## config.mk

```make
export PLATFORM = sky130hd
export DESIGN_NAME = sha256_message_digest
export DESIGN_NICKNAME = d
export VERILOG_FILES = /design/src/hdl/shamd_pkg.sv /design/src/hdl/shamd_window.sv /design/src/hdl/shamd_core.sv /design/src/hdl/sha256_message_digest.sv
export VERILOG_INCLUDE_DIRS = /design/src /design/src/hdl
export SDC_FILE = /design/constraint.sdc
export NUM_CORES = 2
export LEC_CHECK = 0
export ABC_AREA = 1
export BUFFER_PORTS_ARGS = -buffer_cell sky130_fd_sc_hd__buf_2
export CORE_MARGIN = 2
export CORE_UTILIZATION = 60
export DETAILED_ROUTE_END_ITERATION = 8
export HOLD_SLACK_MARGIN = 0.06
export PLACE_DENSITY = 0.76
export SLEW_MARGIN = 40
export SYNTH_ARGS = -nofsm -noshare
export SYNTH_HDL_FRONTEND = slang
export SYNTH_SLANG_ARGS = --single-unit
```

## constraint.sdc

```tcl
create_clock -name clk -period 37.5 [get_ports clk]
set_input_delay 0 -clock clk [delete_from_list [all_inputs] [get_ports clk]]
set_output_delay 0 -clock clk [all_outputs]
set_load 0.05 [all_outputs]
```

## src/hdl/sha256_message_digest_macros.svh

```systemverilog
// Assertion macros shared by the digest RTL.
// Depends on a clock named clk and a reset named rst in the using module.
`ifndef SHA256_MESSAGE_DIGEST_MACROS_SVH
`define SHA256_MESSAGE_DIGEST_MACROS_SVH

// Check a property on every clock edge outside of reset.
`define SHAMD_ASSERT(lbl, prop, msg) \
  lbl: assert property (@(posedge clk) disable iff (rst) prop) else $error(msg);

// Check a property on every clock edge, reset included.
`define SHAMD_ASSERT_ALWAYS(lbl, prop, msg) \
  lbl: assert property (@(posedge clk) prop) else $error(msg);

`endif

```

## src/hdl/shamd_pkg.sv

```systemverilog
// Types, constants and round functions of the SHA-256 digest block.
// Used by shamd_window, shamd_core and sha256_message_digest.
package shamd_pkg;

  typedef struct packed {
    logic [7:0] data_byte;
    logic       byte_valid;
    logic       is_last;
  } msg_t;

  typedef struct packed {
    logic [31:0] digest_word;
    logic [2:0]  word_index;
    logic        last_word;
  } dig_t;

  typedef struct packed {
    logic shift_byte;
    logic shift_word;
  } win_ctl_t;

  typedef struct packed {
    logic init_vars;
    logic round_en;
    logic update;
    logic reload;
  } core_ctl_t;

  localparam int unsigned CountW = 61;
  localparam logic [7:0] PadMark = 8'h80;
  localparam logic [5:0] LenOffset = 6'd56;
  localparam logic [5:0] LastSlot = 6'd63;
  localparam logic [5:0] LastRound = 6'd63;
  localparam logic [2:0] LastWord = 3'd7;

  function automatic logic [31:0] init_hash(input logic [2:0] i);
    logic [31:0] h;
    case (i)
      3'd0: h = 32'h6a09e667;
      3'd1: h = 32'hbb67ae85;
      3'd2: h = 32'h3c6ef372;
      3'd3: h = 32'ha54ff53a;
      3'd4: h = 32'h510e527f;
      3'd5: h = 32'h9b05688c;
      3'd6: h = 32'h1f83d9ab;
      default: h = 32'h5be0cd19;
    endcase
    return h;
  endfunction

  function automatic logic [31:0] round_k(input logic [5:0] i);
    logic [31:0] k;
    case (i)
      6'd0:  k = 32'h428a2f98;  6'd1:  k = 32'h71374491;
      6'd2:  k = 32'hb5c0fbcf;  6'd3:  k = 32'he9b5dba5;
      6'd4:  k = 32'h3956c25b;  6'd5:  k = 32'h59f111f1;
      6'd6:  k = 32'h923f82a4;  6'd7:  k = 32'hab1c5ed5;
      6'd8:  k = 32'hd807aa98;  6'd9:  k = 32'h12835b01;
      6'd10: k = 32'h243185be;  6'd11: k = 32'h550c7dc3;
      6'd12: k = 32'h72be5d74;  6'd13: k = 32'h80deb1fe;
      6'd14: k = 32'h9bdc06a7;  6'd15: k = 32'hc19bf174;
      6'd16: k = 32'he49b69c1;  6'd17: k = 32'hefbe4786;
      6'd18: k = 32'h0fc19dc6;  6'd19: k = 32'h240ca1cc;
      6'd20: k = 32'h2de92c6f;  6'd21: k = 32'h4a7484aa;
      6'd22: k = 32'h5cb0a9dc;  6'd23: k = 32'h76f988da;
      6'd24: k = 32'h983e5152;  6'd25: k = 32'ha831c66d;
      6'd26: k = 32'hb00327c8;  6'd27: k = 32'hbf597fc7;
      6'd28: k = 32'hc6e00bf3;  6'd29: k = 32'hd5a79147;
      6'd30: k = 32'h06ca6351;  6'd31: k = 32'h14292967;
      6'd32: k = 32'h27b70a85;  6'd33: k = 32'h2e1b2138;
      6'd34: k = 32'h4d2c6dfc;  6'd35: k = 32'h53380d13;
      6'd36: k = 32'h650a7354;  6'd37: k = 32'h766a0abb;
      6'd38: k = 32'h81c2c92e;  6'd39: k = 32'h92722c85;
      6'd40: k = 32'ha2bfe8a1;  6'd41: k = 32'ha81a664b;
      6'd42: k = 32'hc24b8b70;  6'd43: k = 32'hc76c51a3;
      6'd44: k = 32'hd192e819;  6'd45: k = 32'hd6990624;
      6'd46: k = 32'hf40e3585;  6'd47: k = 32'h106aa070;
      6'd48: k = 32'h19a4c116;  6'd49: k = 32'h1e376c08;
      6'd50: k = 32'h2748774c;  6'd51: k = 32'h34b0bcb5;
      6'd52: k = 32'h391c0cb3;  6'd53: k = 32'h4ed8aa4a;
      6'd54: k = 32'h5b9cca4f;  6'd55: k = 32'h682e6ff3;
      6'd56: k = 32'h748f82ee;  6'd57: k = 32'h78a5636f;
      6'd58: k = 32'h84c87814;  6'd59: k = 32'h8cc70208;
      6'd60: k = 32'h90befffa;  6'd61: k = 32'ha4506ceb;
      6'd62: k = 32'hbef9a3f7;
      default: k = 32'hc67178f2;
    endcase
    return k;
  endfunction

  function automatic logic [31:0] big_sigma0(input logic [31:0] x);
    return {x[1:0], x[31:2]} ^ {x[12:0], x[31:13]} ^ {x[21:0], x[31:22]};
  endfunction

  function automatic logic [31:0] big_sigma1(input logic [31:0] x);
    return {x[5:0], x[31:6]} ^ {x[10:0], x[31:11]} ^ {x[24:0], x[31:25]};
  endfunction

  function automatic logic [31:0] small_sigma0(input logic [31:0] x);
    return {x[6:0], x[31:7]} ^ {x[17:0], x[31:18]} ^ {3'b000, x[31:3]};
  endfunction

  function automatic logic [31:0] small_sigma1(input logic [31:0] x);
    return {x[16:0], x[31:17]} ^ {x[18:0], x[31:19]} ^ {10'b0, x[31:10]};
  endfunction

endpackage

```

## src/hdl/shamd_window.sv

```systemverilog
// Block buffer and message schedule window as one 512-bit shift line.
// Bytes shift in during loading, words shift during rounds. Uses shamd_pkg.
module shamd_window (
  input  logic                clk,
  input  shamd_pkg::win_ctl_t ctl,
  input  logic [7:0]          byte_in,
  output logic [31:0]         w_cur
);

  logic [511:0] win;
  logic [31:0]  w_new;

  assign w_cur = win[511:480];
  assign w_new = shamd_pkg::small_sigma1(win[63:32]) + win[223:192]
               + shamd_pkg::small_sigma0(win[479:448]) + win[511:480];

  always_ff @(posedge clk) begin
    if (ctl.shift_byte) begin
      win <= {win[503:0], byte_in};
    end else if (ctl.shift_word) begin
      win <= {win[479:0], w_new};
    end
  end

endmodule

```

## src/hdl/shamd_core.sv

```systemverilog
// Compression round unit: chaining value, working variables, one round a cycle.
// Takes its control from the sequencer in sha256_message_digest. Uses shamd_pkg.
module shamd_core (
  input  logic                 clk,
  input  logic                 rst,
  input  shamd_pkg::core_ctl_t ctl,
  input  logic [5:0]           round_idx,
  input  logic [31:0]          w_in,
  input  logic [2:0]           rd_idx,
  output logic [31:0]          rd_word
);

  logic [31:0] chain [8];
  logic [31:0] v [8];
  logic [31:0] t1;
  logic [31:0] t2;

  assign rd_word = chain[rd_idx];

  assign t1 = v[7] + shamd_pkg::big_sigma1(v[4]) + ((v[4] & v[5]) ^ (~v[4] & v[6]))
            + shamd_pkg::round_k(round_idx) + w_in;
  assign t2 = shamd_pkg::big_sigma0(v[0]) + ((v[0] & v[1]) ^ (v[0] & v[2]) ^ (v[1] & v[2]));

  always_ff @(posedge clk) begin
    for (int i = 0; i < 8; i++) begin
      if (rst || ctl.reload) begin
        chain[i] <= shamd_pkg::init_hash(3'(i));
      end else if (ctl.update) begin
        chain[i] <= chain[i] + v[i];
      end
    end
  end

  always_ff @(posedge clk) begin
    if (ctl.init_vars) begin
      for (int i = 0; i < 8; i++) begin
        v[i] <= chain[i];
      end
    end else if (ctl.round_en) begin
      v[7] <= v[6];
      v[6] <= v[5];
      v[5] <= v[4];
      v[4] <= v[3] + t1;
      v[3] <= v[2];
      v[2] <= v[1];
      v[1] <= v[0];
      v[0] <= t1 + t2;
    end
  end

endmodule

```

## src/hdl/sha256_message_digest.sv

```systemverilog
// SHA-256 digest of a byte stream: sequencer, padding and digest output.
// Instantiates shamd_window and shamd_core; uses shamd_pkg and the macro header.
//
//   channel | wires                        | beat
//   msg     | msg_valid, msg_stall, msg    | one message byte and flags
//   dig     | dig_valid, dig_stall, dig    | one digest word, index 0 to 7
//
// A byte that does not fill a block is only shifted in; a byte that fills one
// also starts the load, 64 rounds of the shared round unit and chain update.
// A last beat adds the padding bytes and a round set per padding block, then
// eight output beats. msg_stall is high whenever the sequencer is not idle.
// Synchronous reset loads the initial hash and clears the byte count.
// dig holds steady while dig_stall is high.
`include "sha256_message_digest_macros.svh"

module sha256_message_digest (
  input  logic              clk,
  input  logic              rst,
  input  logic              msg_valid,
  output logic              msg_stall,
  input  shamd_pkg::msg_t   msg,
  output logic              dig_valid,
  input  logic              dig_stall,
  output shamd_pkg::dig_t   dig
);

  typedef enum logic [2:0] {
    S_IDLE,
    S_ROUND,
    S_UPDATE,
    S_PAD,
    S_OUT
  } state_t;

  state_t                    state;
  logic [shamd_pkg::CountW-1:0] byte_count;
  logic [5:0]                fill;
  logic [5:0]                rnd;
  logic [2:0]                out_idx;
  logic                      last_pend;
  logic                      mark_sent;
  logic                      len_block;

  logic                      msg_take;
  logic                      dig_take;
  logic [63:0]               bit_len;
  logic [2:0]                len_sel;
  logic [7:0]                pad_byte;
  logic [7:0]                byte_in;
  logic [31:0]               w_cur;
  logic [31:0]               rd_word;
  logic                      go_round;
  shamd_pkg::win_ctl_t       win_ctl;
  shamd_pkg::core_ctl_t      core_ctl;

  assign msg_stall = (state != S_IDLE);
  assign msg_take  = msg_valid && !msg_stall;
  assign dig_take  = dig_valid && !dig_stall;

  assign bit_len = {byte_count, 3'b000};
  assign len_sel = 3'd7 - fill[2:0];

  always_comb begin
    if (!mark_sent) begin
      pad_byte = shamd_pkg::PadMark;
    end else if (len_block && (fill >= shamd_pkg::LenOffset)) begin
      pad_byte = bit_len[{len_sel, 3'b000} +: 8];
    end else begin
      pad_byte = 8'h00;
    end
  end

  assign byte_in  = (state == S_PAD) ? pad_byte : msg.data_byte;
  assign go_round = (fill == shamd_pkg::LastSlot)
                 && ((msg_take && msg.byte_valid) || (state == S_PAD));

  assign win_ctl.shift_byte = (msg_take && msg.byte_valid) || (state == S_PAD);
  assign win_ctl.shift_word = (state == S_ROUND);

  assign core_ctl.init_vars = go_round;
  assign core_ctl.round_en  = (state == S_ROUND);
  assign core_ctl.update    = (state == S_UPDATE);
  assign core_ctl.reload    = dig_take && (out_idx == shamd_pkg::LastWord);

  assign dig.digest_word = rd_word;
  assign dig.word_index  = out_idx;
  assign dig.last_word   = (out_idx == shamd_pkg::LastWord);

  shamd_window u_window (
    .clk     (clk),
    .ctl     (win_ctl),
    .byte_in (byte_in),
    .w_cur   (w_cur)
  );

  shamd_core u_core (
    .clk       (clk),
    .rst       (rst),
    .ctl       (core_ctl),
    .round_idx (rnd),
    .w_in      (w_cur),
    .rd_idx    (out_idx),
    .rd_word   (rd_word)
  );

  always_ff @(posedge clk) begin
    if (rst) begin
      state      <= S_IDLE;
      byte_count <= '0;
      fill       <= '0;
      rnd        <= '0;
      out_idx    <= '0;
      last_pend  <= 1'b0;
      mark_sent  <= 1'b0;
      len_block  <= 1'b0;
      dig_valid  <= 1'b0;
    end else begin
      case (state)
        S_IDLE: begin
          if (msg_take) begin
            last_pend <= msg.is_last;
            if (msg.byte_valid) begin
              byte_count <= byte_count + 1'b1;
              fill       <= fill + 1'b1;
            end
            if (go_round) begin
              state <= S_ROUND;
            end else if (msg.is_last) begin
              state <= S_PAD;
            end
          end
        end
        S_ROUND: begin
          rnd <= rnd + 1'b1;
          if (rnd == shamd_pkg::LastRound) begin
            state <= S_UPDATE;
          end
        end
        S_UPDATE: begin
          if (len_block) begin
            state     <= S_OUT;
            out_idx   <= '0;
            dig_valid <= 1'b1;
          end else if (mark_sent) begin
            len_block <= 1'b1;
            state     <= S_PAD;
          end else if (last_pend) begin
            state <= S_PAD;
          end else begin
            state <= S_IDLE;
          end
        end
        S_PAD: begin
          fill <= fill + 1'b1;
          if (!mark_sent) begin
            mark_sent <= 1'b1;
            if (fill < shamd_pkg::LenOffset) begin
              len_block <= 1'b1;
            end
          end
          if (fill == shamd_pkg::LastSlot) begin
            state <= S_ROUND;
          end
        end
        S_OUT: begin
          if (!dig_stall) begin
            if (out_idx == shamd_pkg::LastWord) begin
              dig_valid  <= 1'b0;
              state      <= S_IDLE;
              byte_count <= '0;
              fill       <= '0;
              last_pend  <= 1'b0;
              mark_sent  <= 1'b0;
              len_block  <= 1'b0;
            end else begin
              out_idx <= out_idx + 1'b1;
            end
          end
        end
        default: begin
          state <= S_IDLE;
        end
      endcase
    end
  end

  `SHAMD_ASSERT(a_out_blocks_in, dig_valid |-> msg_stall, "input taken during digest output")
  `SHAMD_ASSERT(a_update_after_rounds, (state == S_UPDATE) |-> (rnd == 6'd0 && $past(state) == S_ROUND), "chain update not after full round set")
  `SHAMD_ASSERT(a_len_needs_mark, len_block |-> mark_sent, "length block without pad mark")
  `SHAMD_ASSERT(a_clear_after_digest, (dig_take && dig.last_word) |=> (state == S_IDLE && byte_count == '0 && fill == 6'd0), "state not cleared after digest")
  `SHAMD_ASSERT_ALWAYS(a_reset_idle, rst |=> (state == S_IDLE && !dig_valid), "reset did not idle the sequencer")

endmodule

```

==> out/qor.txt <==
Status - complete, no violations
Initial antenna violation count - 19
RSZ-0062 raised after global routing - no
Synth Flop Type - edfxtp_1
Worst-Margin Slew - 0.976 ns
# IOs - 52
CTS tree - yes
Setup tns final - 0 ns
Yosys reg bits - 1142
DR pass1 iterations - 9
Reg2Reg Setup Slack - 30.01 ns
Layout cells sized above 1 - 0.0412
RePlAce Congestion - 1.18
CP max FO - 7
Hold Startpoint - msg[0]
Worst-Skew Late Latency - 0.83 ns
Synthesized Nets - 11100
Die area - 139000 sq um
Die X - 373 um
Global-route wire length before repair - 480000 um
Crit path launch - u_core.v[0][141]
Reg2reg path depth - 26
Critical path type - flip-flop to flip-flop
Root buf cell - clkbuf_16
Final Hold Fails - 0
CTS buffer count - 132
Clock Path Buffers - 3
DR iter-0 viols - 13800
Seq/Total Area, Yosys - 0.404
Yosys cell types - 68
CP Capture Type - flip-flop
Final-stage net count - 10900
Core Area - 135000 sq um
Port Buffer Count - 51
Pins Over Slew Limit - 0
Max cap viols - 0
Synthesis-to-finish area growth - 7.45%
Final setup viols - 0
Site Rows - 135
Setup Skew - 0.0592 ns
Wire length per cell - 27.5 um
Worst EP arrival - 8.03 ns
Hpwl dp - 256000 um
Mean Syn Cell Area - 7.83 sq um
Reg2reg start - u_core.v[0][141]
Htree depth - 4
Synth Cell Area - 81900 sq um
Drt total wl - 336000 um
Die Y - 373 um
Clock Pin Slew Worst Setup and Hold Paths - 0.06 ns
Slew HR - 0.345
Hold Path Class - input pin to flip-flop
Number of remaining DRC errors - 0
Syn Inst Count - 10500
Final setup margin - 30.01 ns
CP Data Required Time - 38.04 ns
Synth Warn # - 0
CTS sink cnt - 1142
Post-synth EDFFs - 1024
Fin crit share - 0.200
Tmin final - 7.49 ns
Asr flop ratio synth - 0
Reg-to-reg endpoint - u_core.v[0][22]
Post-CTS Setup Inserts - 0
Startpoint types - flip-flop
Via count - 79500
Initial Utilization - 0.604
Most frequent cells in the layout - 3162 x nand2_1, 1128 x inv_1, 1024 x edfxtp_1
GRT overflow - 0
Fmax - 133 MHz
Largest net degree at the start of global routing - 183
Vias in the first global route - 73200
Commonest non-fill, non-tap cell in the layout - nand2_1
Place WS - 30.37 ns
Total GRT Usage - 0.467
CP Capture Point - u_core.v[0][22]
Vias per cell - 6.52
Post-DRT Antenna Nets - 0
[state kept, by name, summed over array words and instances (netlist names), named ones only]
register      count
mark_sent         1
dig_valid         1
len_block         1
fill              6
byte_count       61
rnd               6
u_window.win    512
u_core.v        256
state             3
out_idx           3
u_core.chain    256
last_pend         1
[routing by layer]
layer | wire length [um] | GRT usage | vias up
li1 | - | - | 34600
met1 | 127000 | 0.643 | 37400
met2 | 132000 | 0.637 | 6493
met3 | 58800 | 0.198 | 1039
met4 | 17900 | 0.202 | 20
met5 | 163 | 0 | -
[repair_timing]
| item | 4_1_cts | 5_1_grt |
|---|---|---|
| hold endpoints to repair | 62 | 0 |
| hold buffers | 18 | 0 |
| resized for setup | 0 | 0 |
| setup endpoints to repair | 0 | 0 |
[worst max-delay path, cell delays in order, from the launching register on]
cell	delay, ns
edfxtp_1	0.86
o21ai_0	0.40
fa_1	0.57
inv_1	0.05
fa_1	0.47
inv_1	0.05
fa_1	0.48
inv_1	0.05
ha_1	0.39
nand2_1	0.11
nor2_1	0.14
and3_1	0.16
nand2_1	0.05
nand2_1	0.24
a21oi_1	0.13
xnor2_1	0.67
fa_1	0.55
ha_1	0.38
a21oi_1	0.19
inv_1	0.09
a21oi_1	0.26
o21ai_0	0.22
a21oi_1	0.15
nand2_1	0.10
or2_2	0.28
nand3_1	0.06
o21ai_0	0.08
[Yosys cell counts (6+ instances only)]
library cell  number  area, sq um
a211oi_1           8         60.1
a21boi_0          32          240
a21o_1            63          473
a21oi_1          739         3700
a22oi_1            6         45.0
a31oi_1           76          475
and3_1            10         62.6
buf_1             11         41.3
buf_2            133          666
buf_4              9         67.6
clkbuf_1         255          957
clkinv_1           6         22.5
dfxtp_1          118         2360
edfxtp_1        1024        30700
fa_1             195         3900
ha_1             393         4920
inv_1           1130         4240
inv_2             13         48.8
maj3_1             8         80.1
nand2_1         3167        11900
nand2_2           11         68.8
nand3_1          408         2040
nand3b_1          12         90.1
nand4_1          148          926
nor2_1           756         2840
nor2_2             9         56.3
nor2_4             9          101
nor3_1            88          440
nor4_1            29          181
o2111ai_1          6         52.6
o211ai_1          50          375
o21a_1            69          518
o21ai_0          903         4520
o21ai_1           21          105
o21bai_1          42          315
o221ai_1          22          193
o22ai_1           31          194
o311ai_0          12          105
or2_2             42          263
xnor2_1          162         1420
xor2_1           184         1610
[final cells by class]
type	instances	area, sq um
Sequential cell	1142	33100
Inverter	1149	4330
Clock inverter	73	986
Antenna cell	12	30.0
Tap cell	1781	2230
Clock buffer	166	3520
Fill cell	11200	47500
Timing Repair Buffer	124	993
Multi-Input combinational cell	7756	42800
[through the flow]
stage | cells | area [sq um] | hold WS (ns) | util
finish | 12200 | 88000 | 0.182 | 0.650
global placement | 11900 | 83100 | 0.300 | 0.613
detailed placement | 11900 | 83200 | 0.317 | 0.614
floorplan | 10500 | 81900 | 0.168 | -
CTS | 12200 | 87900 | 0.116 | 0.649
global route | 12200 | 88000 | 0.206 | 0.649
[worst min path at each step]
stage | end | slack (ns) | cells after the start
floorplan | last_pend | 0.17 | 2
global route | u_window.win[3] | 0.21 | 4
finish | state[0] | 0.18 | 4
global placement | last_pend | 0.30 | 3
CTS | state[0] | 0.12 | 4
detailed placement | last_pend | 0.32 | 3
[logic make-up after synthesis]
kind of cell | count (synthesis) | share of synthesized area
compound gates | 2106 | 0.142
xor+xnor | 346 | 0.0370
fa+ha+maj | 596 | 0.109
buf+inv | 1560 | 0.0742
flops | 1142 | 0.404
simple gates | 4708 | 0.234
Power is not shown: default switching activity piles up to over one toggle a cycle in this logic, so the estimate is an artifact.
